[src/rtl/slfr_pkg.sv]
// Shared constants and types for the sync/length/XOR frame receiver.
package slfr_pkg;

    localparam int BUFFER_DEPTH_DEF = 64;

    localparam int BYTE_W = 8;
    localparam int POS_W  = 6;
    localparam int FLEN_W = 7;
    // Wide enough for a length byte plus the frame overhead.
    localparam int TGT_W  = BYTE_W + 1;

    localparam logic [BYTE_W-1:0] SYNC_FIRST  = 8'hCD;
    localparam logic [BYTE_W-1:0] SYNC_SECOND = 8'hDC;

    localparam int FRAME_OVERHEAD = 6;
    localparam int LENGTH_INDEX   = 4;
    localparam int FIRST_PAYLOAD  = 2;

    localparam logic KIND_BYTE  = 1'b0;
    localparam logic KIND_REARM = 1'b1;

    typedef enum logic {
        BK_IDLE,
        BK_RUN
    } back_state_t;

endpackage

[src/rtl/slfr_front.sv]
// Front end: tracks sync, length and checksum, writes the frame store, posts readout commands.
module slfr_front #(
    parameter int BUFFER_DEPTH = slfr_pkg::BUFFER_DEPTH_DEF,
    localparam int CNT_W  = $clog2(BUFFER_DEPTH + 1),
    localparam int ADDR_W = $clog2(BUFFER_DEPTH)
) (
    input  logic                      clk,
    input  logic                      rst_n,
    input  logic                      accept,
    input  logic                      kind,
    input  logic [slfr_pkg::BYTE_W-1:0] rx_byte,
    output logic                      wr_en,
    output logic [ADDR_W-1:0]         wr_addr,
    output logic [slfr_pkg::BYTE_W-1:0] wr_data,
    output logic                      cmd_push,
    output logic [CNT_W-1:0]          cmd_len
);
    import slfr_pkg::*;

    logic [CNT_W-1:0]  count_reg, count_next;
    logic [BYTE_W-1:0] check_reg, check_next;
    logic [BYTE_W-1:0] len_reg, len_next;

    logic [CNT_W-1:0]  cnt_inc;
    logic [BYTE_W-1:0] check_upd;
    logic [TGT_W-1:0]  target;

    assign cnt_inc   = count_reg + 1'b1;
    assign check_upd = check_reg ^ rx_byte;
    assign target    = TGT_W'(len_reg) + TGT_W'(FRAME_OVERHEAD);

    always_comb
    begin
        count_next = count_reg;
        check_next = check_reg;
        len_next   = len_reg;
        wr_en      = 1'b0;
        wr_addr    = count_reg[ADDR_W-1:0];
        wr_data    = rx_byte;
        cmd_push   = 1'b0;
        cmd_len    = cnt_inc;
        if (accept)
        begin
            if (kind == KIND_REARM)
            begin
                count_next = '0;
                check_next = '0;
            end
            else if (count_reg == '0)
            begin
                count_next = '0;
                check_next = '0;
                if (rx_byte == SYNC_FIRST)
                begin
                    wr_en      = 1'b1;
                    count_next = CNT_W'(1);
                end
            end
            else if (count_reg == CNT_W'(1))
            begin
                count_next = '0;
                check_next = '0;
                if (rx_byte == SYNC_SECOND)
                begin
                    wr_en      = 1'b1;
                    count_next = CNT_W'(FIRST_PAYLOAD);
                end
            end
            else if (count_reg != CNT_W'(BUFFER_DEPTH))
            begin
                wr_en      = 1'b1;
                check_next = check_upd;
                count_next = cnt_inc;
                if (count_reg == CNT_W'(LENGTH_INDEX))
                begin
                    len_next = rx_byte;
                end
                // length byte is already in len_reg by the time the count can match
                if (cnt_inc >= CNT_W'(FRAME_OVERHEAD) && TGT_W'(cnt_inc) == target)
                begin
                    if (check_upd == '0)
                    begin
                        cmd_push = 1'b1;
                    end
                    else
                    begin
                        count_next = '0;
                        check_next = '0;
                    end
                end
            end
            else
            begin
                // buffer full: drop the item and start over
                count_next = '0;
                check_next = '0;
            end
        end
    end

    always_ff @(posedge clk or negedge rst_n)
    begin
        if (!rst_n)
        begin
            count_reg <= '0;
            check_reg <= '0;
        end
        else
        begin
            count_reg <= count_next;
            check_reg <= check_next;
        end
    end

    always_ff @(posedge clk)
    begin
        len_reg <= len_next;
    end

endmodule

[src/rtl/slfr_cmdq.sv]
// Two-entry command queue carrying frame lengths from the front end to the readout.
module slfr_cmdq #(
    parameter int CNT_W = 7
) (
    input  logic             clk,
    input  logic             rst_n,
    input  logic             push,
    input  logic [CNT_W-1:0] push_len,
    input  logic             pop,
    output logic             empty,
    output logic [CNT_W-1:0] head_len
);
    import slfr_pkg::*;

    localparam int QDEPTH = 2;

    logic [CNT_W-1:0] entry_reg [QDEPTH];
    logic             wr_ptr_reg, wr_ptr_next;
    logic             rd_ptr_reg, rd_ptr_next;
    logic [1:0]       count_reg, count_next;
    logic             do_push, do_pop;

    assign empty    = (count_reg == 2'd0);
    assign head_len = entry_reg[rd_ptr_reg];
    assign do_push  = push && (count_reg != 2'(QDEPTH));
    assign do_pop   = pop && !empty;

    always_comb
    begin
        wr_ptr_next = do_push ? ~wr_ptr_reg : wr_ptr_reg;
        rd_ptr_next = do_pop ? ~rd_ptr_reg : rd_ptr_reg;
        count_next  = count_reg + 2'(do_push) - 2'(do_pop);
    end

    always_ff @(posedge clk or negedge rst_n)
    begin
        if (!rst_n)
        begin
            wr_ptr_reg <= 1'b0;
            rd_ptr_reg <= 1'b0;
            count_reg  <= 2'd0;
        end
        else
        begin
            wr_ptr_reg <= wr_ptr_next;
            rd_ptr_reg <= rd_ptr_next;
            count_reg  <= count_next;
        end
    end

    always_ff @(posedge clk)
    begin
        if (do_push)
        begin
            entry_reg[wr_ptr_reg] <= push_len;
        end
    end

endmodule

[src/rtl/slfr_back.sv]
// Readout: holds the frame store and streams a validated frame out from byte 2 on.
module slfr_back #(
    parameter int BUFFER_DEPTH = slfr_pkg::BUFFER_DEPTH_DEF,
    localparam int CNT_W  = $clog2(BUFFER_DEPTH + 1),
    localparam int ADDR_W = $clog2(BUFFER_DEPTH)
) (
    input  logic                        clk,
    input  logic                        rst_n,
    input  logic                        wr_en,
    input  logic [ADDR_W-1:0]           wr_addr,
    input  logic [slfr_pkg::BYTE_W-1:0] wr_data,
    input  logic                        cmd_valid,
    input  logic [CNT_W-1:0]            cmd_len,
    output logic                        cmd_take,
    output logic                        busy,
    input  logic                        pop,
    output logic                        empty,
    output logic [slfr_pkg::BYTE_W-1:0] frame_byte,
    output logic [slfr_pkg::POS_W-1:0]  byte_position,
    output logic [slfr_pkg::FLEN_W-1:0] frame_length,
    output logic                        last
);
    import slfr_pkg::*;

    logic [BYTE_W-1:0] mem [BUFFER_DEPTH];

    back_state_t      state_reg, state_next;
    logic [ADDR_W-1:0] pos_reg, pos_next;
    logic [CNT_W-1:0]  len_reg, len_next;
    logic              out_valid_reg, out_valid_next;

    logic [BYTE_W-1:0] frame_byte_reg;
    logic [POS_W-1:0]  byte_position_reg;
    logic [FLEN_W-1:0] frame_length_reg;
    logic              last_reg;

    logic [CNT_W-1:0]  pos_inc;
    logic              is_last;
    logic              issue;
    logic              pop_fire;

    assign pos_inc  = CNT_W'(pos_reg) + 1'b1;
    assign is_last  = (pos_inc == len_reg);
    assign pop_fire = pop && out_valid_reg;
    assign issue    = (state_reg == BK_RUN) && (!out_valid_reg || pop);

    always_comb
    begin
        state_next = state_reg;
        case (state_reg)
            BK_IDLE:
            begin
                if (cmd_valid)
                begin
                    state_next = BK_RUN;
                end
            end
            BK_RUN:
            begin
                if (issue && is_last)
                begin
                    state_next = BK_IDLE;
                end
            end
            default:
            begin
                state_next = BK_IDLE;
            end
        endcase
    end

    always_comb
    begin
        cmd_take = 1'b0;
        busy     = 1'b0;
        case (state_reg)
            BK_IDLE:
            begin
                cmd_take = cmd_valid;
            end
            BK_RUN:
            begin
                busy = 1'b1;
            end
            default:
            begin
                cmd_take = 1'b0;
            end
        endcase
    end

    always_comb
    begin
        pos_next = pos_reg;
        len_next = len_reg;
        if (cmd_take)
        begin
            pos_next = ADDR_W'(FIRST_PAYLOAD);
            len_next = cmd_len;
        end
        else if (issue)
        begin
            pos_next = pos_inc[ADDR_W-1:0];
        end
        // a read issued on a pop refills the output register in the same edge
        if (issue)
        begin
            out_valid_next = 1'b1;
        end
        else if (pop_fire)
        begin
            out_valid_next = 1'b0;
        end
        else
        begin
            out_valid_next = out_valid_reg;
        end
    end

    always_ff @(posedge clk or negedge rst_n)
    begin
        if (!rst_n)
        begin
            state_reg     <= BK_IDLE;
            out_valid_reg <= 1'b0;
        end
        else
        begin
            state_reg     <= state_next;
            out_valid_reg <= out_valid_next;
        end
    end

    always_ff @(posedge clk)
    begin
        pos_reg <= pos_next;
        len_reg <= len_next;
        if (wr_en)
        begin
            mem[wr_addr] <= wr_data;
        end
        if (issue)
        begin
            frame_byte_reg    <= mem[pos_reg];
            byte_position_reg <= POS_W'(pos_reg);
            frame_length_reg  <= FLEN_W'(len_reg);
            last_reg          <= is_last;
        end
    end

    assign empty         = !out_valid_reg;
    assign frame_byte    = frame_byte_reg;
    assign byte_position = byte_position_reg;
    assign frame_length  = frame_length_reg;
    assign last          = last_reg;

endmodule

[src/rtl/sync_length_xor_frame_receiver.sv]
// Sync/length/XOR frame receiver top level: front end, command queue and readout.
// One byte item is taken per clock while no frame is waiting to be read out. When the byte
// that completes a frame with a zero XOR check arrives, full rises on the next cycle and stays
// high until the readout has read every byte of the frame (positions 2 onward) from the frame
// store; the store has a single read port and gives one result per cycle while pop is held, so
// a frame holds the input while the command is handed over, then while each result is read,
// and for as long as the consumer stalls.
// Results come out of a one-deep output register. A rearm item clears the count at once.
module sync_length_xor_frame_receiver #(
    parameter int BUFFER_DEPTH = slfr_pkg::BUFFER_DEPTH_DEF
) (
    input  logic                        clk,
    input  logic                        rst_n,
    input  logic                        push,
    output logic                        full,
    input  logic                        kind,
    input  logic [slfr_pkg::BYTE_W-1:0] rx_byte,
    output logic                        empty,
    input  logic                        pop,
    output logic [slfr_pkg::BYTE_W-1:0] frame_byte,
    output logic [slfr_pkg::POS_W-1:0]  byte_position,
    output logic [slfr_pkg::FLEN_W-1:0] frame_length,
    output logic                        last
);
    import slfr_pkg::*;

    localparam int CNT_W  = $clog2(BUFFER_DEPTH + 1);
    localparam int ADDR_W = $clog2(BUFFER_DEPTH);

    logic              accept;
    logic              wr_en;
    logic [ADDR_W-1:0] wr_addr;
    logic [BYTE_W-1:0] wr_data;
    logic              cmd_push;
    logic [CNT_W-1:0]  cmd_len;
    logic              q_empty;
    logic [CNT_W-1:0]  q_len;
    logic              cmd_take;
    logic              back_busy;

    // hold the input while a frame is pending so the store is not overwritten
    assign full   = !q_empty || back_busy;
    assign accept = push && !full;

    slfr_front #(
        .BUFFER_DEPTH(BUFFER_DEPTH)
    ) u_front (
        .clk     (clk),
        .rst_n   (rst_n),
        .accept  (accept),
        .kind    (kind),
        .rx_byte (rx_byte),
        .wr_en   (wr_en),
        .wr_addr (wr_addr),
        .wr_data (wr_data),
        .cmd_push(cmd_push),
        .cmd_len (cmd_len)
    );

    slfr_cmdq #(
        .CNT_W(CNT_W)
    ) u_cmdq (
        .clk     (clk),
        .rst_n   (rst_n),
        .push    (cmd_push),
        .push_len(cmd_len),
        .pop     (cmd_take),
        .empty   (q_empty),
        .head_len(q_len)
    );

    slfr_back #(
        .BUFFER_DEPTH(BUFFER_DEPTH)
    ) u_back (
        .clk          (clk),
        .rst_n        (rst_n),
        .wr_en        (wr_en),
        .wr_addr      (wr_addr),
        .wr_data      (wr_data),
        .cmd_valid    (!q_empty),
        .cmd_len      (q_len),
        .cmd_take     (cmd_take),
        .busy         (back_busy),
        .pop          (pop),
        .empty        (empty),
        .frame_byte   (frame_byte),
        .byte_position(byte_position),
        .frame_length (frame_length),
        .last         (last)
    );

`ifndef SYNTHESIS
    a_cmd_single: assert property (@(posedge clk) disable iff (!rst_n)
        cmd_push |-> q_empty)
        else $error("frame command posted while another is pending");

    a_no_write_in_readout: assert property (@(posedge clk) disable iff (!rst_n)
        wr_en |-> !back_busy)
        else $error("frame store written during readout");

    a_frame_continues: assert property (@(posedge clk) disable iff (!rst_n)
        (!empty && !last) |=> !empty)
        else $error("result stream broke before the last byte");
`endif

endmodule
[config.mk]
export PLATFORM = sky130hd
export DESIGN_NAME = sync_length_xor_frame_receiver
export DESIGN_NICKNAME = d
export VERILOG_FILES = /design/src/rtl/slfr_pkg.sv /design/src/rtl/slfr_front.sv /design/src/rtl/slfr_cmdq.sv /design/src/rtl/slfr_back.sv /design/src/rtl/sync_length_xor_frame_receiver.sv
export SDC_FILE = /design/constraint.sdc
export NUM_CORES = 1
export LEC_CHECK = 0
export BUFFER_PORTS_ARGS = -buffer_cell sky130_fd_sc_hd__buf_2
export CORE_ASPECT_RATIO = 0.7
export CORE_MARGIN = 8
export CORE_UTILIZATION = 40
export CTS_CLUSTER_SIZE = 8
export DETAILED_ROUTE_END_ITERATION = 7
export GPL_ROUTABILITY_DRIVEN = 1
export PLACE_DENSITY = 0.64
export REMOVE_ABC_BUFFERS = 1
export SYNTH_ARGS = -nofsm -noshare
export SYNTH_HDL_FRONTEND = slang
export SYNTH_HIERARCHICAL = 1
export SYNTH_SLANG_ARGS = --single-unit
[constraint.sdc]
create_clock -name clk -period 10.9 [get_ports clk]
set_clock_uncertainty 0.1 [all_clocks]
set_input_delay 2.18 -clock clk [delete_from_list [all_inputs] [get_ports clk]]
set_output_delay 2.18 -clock clk [all_outputs]
set_load 0.1 [all_outputs]
; ---- After elaboration in Yosys (flattened, before gate mapping)
; Memory sizes are Yosys's and may differ from the RTL's. A register that Yosys moved wholly into a read port is not among the register bits.
; Index checks and enable logic that the tools add are counted.
[classes]
n_addsub = 5
n_mul = 0
n_div = 0
magnitude_cmp = 1
eq_ne = 8
shift = 0
mux = 39
n_bitwise = 7
reduce_logical = 17
[op_table]
columns = operator, count
row1 = 8-bit 2-to-1 mux, 6
row2 = 7-bit 2-to-1 mux, 6
row3 = 1-bit 2-to-1 mux, 25
row4 = 8-bit equality test (second input constant), 2
row5 = 8-bit by 3-bit adder with 9-bit output (second input constant), 1
row6 = 7-bit by 9-bit equality test with 1-bit output, 1
row7 = 8-bit logical NOT, 1
row8 = 8-bit bitwise XOR, 1
row9 = 6-bit by 1-bit adder with 7-bit output (second input constant), 1
row10 = 7-bit by 1-bit adder with 7-bit output (second input constant), 1
row11 = 7-bit by 1-bit equality test with 1-bit output (second input constant), 1
row12 = 7-bit by 3-bit equality test with 1-bit output (second input constant), 1
row13 = 7-bit equality test, 1
row14 = 7-bit by 3-bit greater-or-equal comparator with 1-bit output (second input constant), 1
row15 = 1-bit logical AND, 7
row16 = 7-bit logical NOT, 1
row17 = 7-bit inequality test (second input constant), 1
row18 = 1-bit NOT, 6
row19 = 6-bit AND reduction, 1
row20 = 1-bit logical NOT, 3
row21 = 2-bit by 1-bit adder with 2-bit output, 1
row22 = 2-bit logical NOT, 1
row23 = 1-bit logical OR, 2
row24 = 2-bit 2-to-1 mux, 1
row25 = other kinds (4), 4
[word_totals]
regBits = 49
latchBits = 0
ramBits = 526
romBits = 0
inputBits = 13
out_inout_bits = 24
wordCells = 91
mem_count = 2
[memory_table]
columns = memory, words, word_bits, read_ports, rd_clocked_by_memory_dff, wr, line_no
row1 = u_back.mem, 64, 8, 1, 1, 1, slfr_back.sv:25  ; logic [BYTE_W-1:0] mem [BUFFER_DEPTH];
row2 = u_cmdq.entry_reg, 2, 7, 1, 1, 1, slfr_cmdq.sv:17  ; logic [CNT_W-1:0] entry_reg [QDEPTH];

; ---- Longest topological paths before layout
[logic_depth]
depth_word = 12
depth_mapped = 14
depth_no_buf = 14

; ---- By module
; The synthesis kept the hierarchy.
[by_module_without_submodules]
columns = mod, n_inst, cells_each, area_each_um2, seq_area_each_um2
row1 = slfr_back, 1, 1006, 21280.4, 16415.7
row2 = slfr_front, 1, 188, 1785.5, 615.6
row3 = slfr_cmdq, 1, 40, 711.9, 520.5
row4 = sync_length_xor_frame_receiver, 1, 3, 18.8, 0.0

; ---- Worst setup path before layout
; OpenSTA, ideal clock, no wires.
[synth_timing]
path_kind = input-to-reg
from = input port push
to = memory u_back.mem[48][0] (enable)
setup_time_ns = 0.383
t_arrival_ns = 4.408
required_time_ns = 10.417
path_slack_ns = 6.009
cell_stages = 8
path_buffers = 0
cell_sequence = and3b_1 -> clkinv_1 -> nor2_1 -> a21boi_0 -> o21a_1 -> nor2b_1 -> nand4b_1 -> nor3_1
[synth_between]
elab_chain_len = 4
[synth_rtl]
columns = item, line_no
row1 = "start, declared", sync_length_xor_frame_receiver.sv:14  ; input logic push,
row2 = 1-bit logical AND, sync_length_xor_frame_receiver.sv:43  ; assign accept = push && !full;
row3 = 1-bit 2-to-1 mux, slfr_front.sv:42  ; if (accept)
row4 = via wr_en, sync_length_xor_frame_receiver.sv:31  ; logic wr_en;
row5 = 1-bit 2-to-1 mux, slfr_back.sv:138  ; if (wr_en)
row6 = 1-bit 2-to-1 mux (implied by the code), slfr_back.sv:140  ; mem[wr_addr] <= wr_data;
row7 = "end, declared", slfr_back.sv:25
; The timed path passes the listed nets, and every way through them passes these cells.

; ---- Worst setup path in the final report
[layout_timing]
from = input port push
to = memory u_back.mem[47][0] (enable)
[layout_between]
elab_chain_len = 4
[layout_rtl]
columns = item, line_no
row1 = 1-bit logical AND, sync_length_xor_frame_receiver.sv:43
row2 = via accept, sync_length_xor_frame_receiver.sv:30  ; logic accept;
row3 = 1-bit 2-to-1 mux, slfr_front.sv:42
row4 = via wr_en, sync_length_xor_frame_receiver.sv:31
row5 = 1-bit 2-to-1 mux, slfr_back.sv:138
row6 = 1-bit 2-to-1 mux (implied by the code), slfr_back.sv:140
; The timed path passes the listed nets, and every way through them passes these cells.

==> results by group <==
Status
  – Status: complete, no violations

Setup path
  – Top delay family on crit path: simple AND/OR/NAND/NOR gates
  – CP required: 11.00 ns
  – Worst path most repeated cell: nor2_1
  – WS Path Type: in2reg
  – Data arrival, critical path: 5.64 ns
  – Cell Chain, Critical Path: buf_2, and3b_1, clkinv_1, nor2_1, a21boi_0, o21a_1, nand4_1, nor2_1
  – CP startpoint kind: primary input
  – FF-to-FF path depth: 8
  – Worst path slowest cell: nor2_1
  – Slowest cell delay on critical path: 0.91 ns
  – Number of buffer and inverter stages on the critical path: 2
  – FF-to-FF End: u_back/mem[47][0]
  – Worst R2R Start: u_cmdq/count_reg[0]
  – Critical Path Sink Type: flop
  – Worst reg-to-reg setup slack: 6.35 ns
  – Crit-path max FO: 10

Floorplanning
  – Die Wd: 308 µm
  – I/O pin count: 37
  – Core ar.: 0.0586 mm²
  – Cell Rows: 74
  – Die area: 0.0677 mm²
  – Die Ht: 220 µm
  – Initial Utilization: 40.6%

Clock network
  – Postcts setup bufs: 0
  – Clock transition at the registers of the reported paths: 0.05 ns
  – CTS tree: done
  – CTS buffer count: 83
  – Worst skew pair latency: 0.58 ns
  – H-Tree Depth: 3
  – Clock root cell: clkbuf_16
  – Clk sink count: 590
  – Post-cts resize count: 0
  – Hold-fix buffers at CTS: 0
  – CTS Buffer Depth: 3

Placed design
  – Dpl hpwl: 35.3 mm
  – Port Buffers: 36
  – Inst Count DP: 2007
  – Routability-driven placement congestion ratio: 0.878

STA
  – Measured slew at the worst slew-check pin: 1.06 ns
  – Setup violators final: 0
  – Setup TNS: 0 ns
  – Peak Freq: 181 MHz
  – Rel. slew slack: 29.1%
  – Slew Limit Fails: 0
  – Final-report hold violation count: 0
  – Period utilization: 50.8%
  – Minimum clock period: 5.53 ns
  – RSZ-0062 raised after global routing: false

Detailed routing
  – 1st-pass router iterations: 5
  – Vias: 12291
  – Via density: 5.78
  – Antenna viol nets, final: 0
  – WL/cell: 26.9 µm
  – Detailed Route Iter0 Violations: 1548
  – # DRC: 0
  – Total wire length: 57.2 mm

Synthesis
  – Cells after synthesis: 1237
  – Post-Syn Area: 0.0238 mm²
  – Most used flip-flop cell after synthesis: edfxtp_1
  – Synth unique cells: 76
  – Sequential fraction of the synthesis area: 73.8%
  – Register bit count reported by yosys: 590
  – Number of synthesized flops with an enable pin: 563
  – Syn Area/Cell: 19.2 µm²
  – Fraction of registers with async set/reset: 3.56%
  – Synth warn: 6

Final layout
  – Commonest non-fill, non-tap cell in the layout: edfxtp_1
  – Area Growth Syn to Fin: 12.8%
  – Fin cells: 2126
  – Final #Nets: 1315
  – Most frequent cells in the layout: 563 x edfxtp_1, 120 x mux4_2, 85 x clkbuf_16
  – Share of cells above drive strength 1: 21.6%
  – Largest register FFs: 512

Global routing
  – Global route overflow: 0
  – Tot GR Track Use: 17.0%
  – Global-route wire length before repair: 84.7 mm
  – Initial antenna violation count: 1
  – Vias in the first global route: 12060
  – Largest net degree at the start of global routing: 69

Hold path
  – Worst Hold Class: reg2reg
  – Hold-critical path endpoint: u_back/frame_length[0]
  – Hold path startpoint: u_back/len_reg[0]
  – WHS Path Cells: 0

Power
  – Leak pwr: 8.52 nW
  – Worst ir drop on vdd: 0.000174 V
  – Power per Cell Area: 246 mW/mm²

Job
  – Max-cap viol count: 0
routing by layer:
layer	wire length (µm)	track usage (%)	part of all wire, %
met2	23200	22.3	41
met5	0	0	0
met4	861	3.60	1.5
met1	27000	27.3	47
met3	6160	4.76	11
cells by family after synthesis:
logic type                 share of synthesized area, %
and+or+nand+nor                                    4.57
xor gates and xnor gates                           1.40
adders and majority gates                         0.421
buffers and inverters                              2.53
muxes                                              13.3
DFF                                                73.8
AOI/OAI and AO/OA                                  4.05
worst register-to-register path: stages (launching register included):
cell	delay, ns
dfrtp_1	0.41
nor2_1	0.23
and3b_1	0.41
clkinv_1	0.36
nor2_1	0.37
a21boi_0	0.35
o21a_1	0.33
nand4_1	0.70
nor2_1	0.92
power by group:
part	internal (mW)	switching, mW
sequential	2.58	0.151
clock	1.40	0.871
combinational	0.612	1.00
total	4.59	2.02
synthesized netlist by cell type (3+ instances only):
master,count,area [µm²]
a211o_1,4,35.0
a211oi_1,4,30.0
a21oi_1,6,30.0
a221o_1,5,50.1
a221oi_1,4,35.0
a22oi_1,35,263
a31oi_1,11,68.8
and2_1,5,31.3
and3_1,3,18.8
buf_1,8,30.0
buf_12,3,60.1
buf_2,11,55.1
buf_4,17,128
buf_6,10,113
clkbuf_1,28,105
dfrtp_1,21,526
dfxtp_1,6,120
edfxtp_1,563,16900
ha_1,8,100
inv_1,25,93.8
mux2_2,9,101
mux2i_1,14,140
mux4_1,8,210
mux4_2,120,2700
nand2_1,37,139
nand2b_1,13,81.3
nand3_1,23,115
nand3b_1,4,30.0
nand4_1,7,43.8
nor2_1,84,315
nor2b_1,12,75.1
nor3_1,8,40.0
nor4_1,3,18.8
o211ai_1,3,22.5
o21ai_0,15,75.1
o21ai_1,3,15.0
o22ai_1,15,93.8
or3_1,3,18.8
xnor2_1,24,210
xor2_1,9,78.8
worst max-delay path by stage:
stage                           start                    to  slack [ns]  cells past startpoint
detailed placement         rx_byte[7]     u_back/mem[30][0]        4.85                      9
floorplan           u_back/pos_reg[0]  u_back/frame_byte[6]        3.74                      5
global placement           rx_byte[7]     u_back/mem[46][1]        4.87                      9
global route                     push     u_back/mem[47][2]        5.06                      8
CTS                        rx_byte[7]     u_back/mem[30][5]        5.43                      9
finish                           push     u_back/mem[47][0]        5.37                      8
cell type report:
| cell class | instances | area, µm² |
|---|---|---|
| Antenna cell | 1 | 2.50 |
| Clock buffer | 116 | 2240 |
| Clock inverter | 2 | 17.5 |
| Fill cell | 4887 | 31800 |
| Inverter | 26 | 97.6 |
| Multi-Input combinational cell | 543 | 5640 |
| Sequential cell | 590 | 17600 |
| Tap cell | 798 | 998 |
| Timing Repair Buffer | 50 | 288 |
stage by stage:
step	setup WS (ns)	total power, mW	utilization, %	hold slack, ns	cell area [µm²]
finish	5.37	6.61	45.8	0.391	26900
global route	5.06	6.85	45.8	0.405	26800
CTS	5.43	6.65	45.8	0.390	26800
detailed placement	4.85	4.36	42.0	0.377	24600
global placement	4.87	4.35	42.0	0.374	24600
floorplan	3.74	3.99	-	0.347	23300
(Power assumes the default switching activity.)
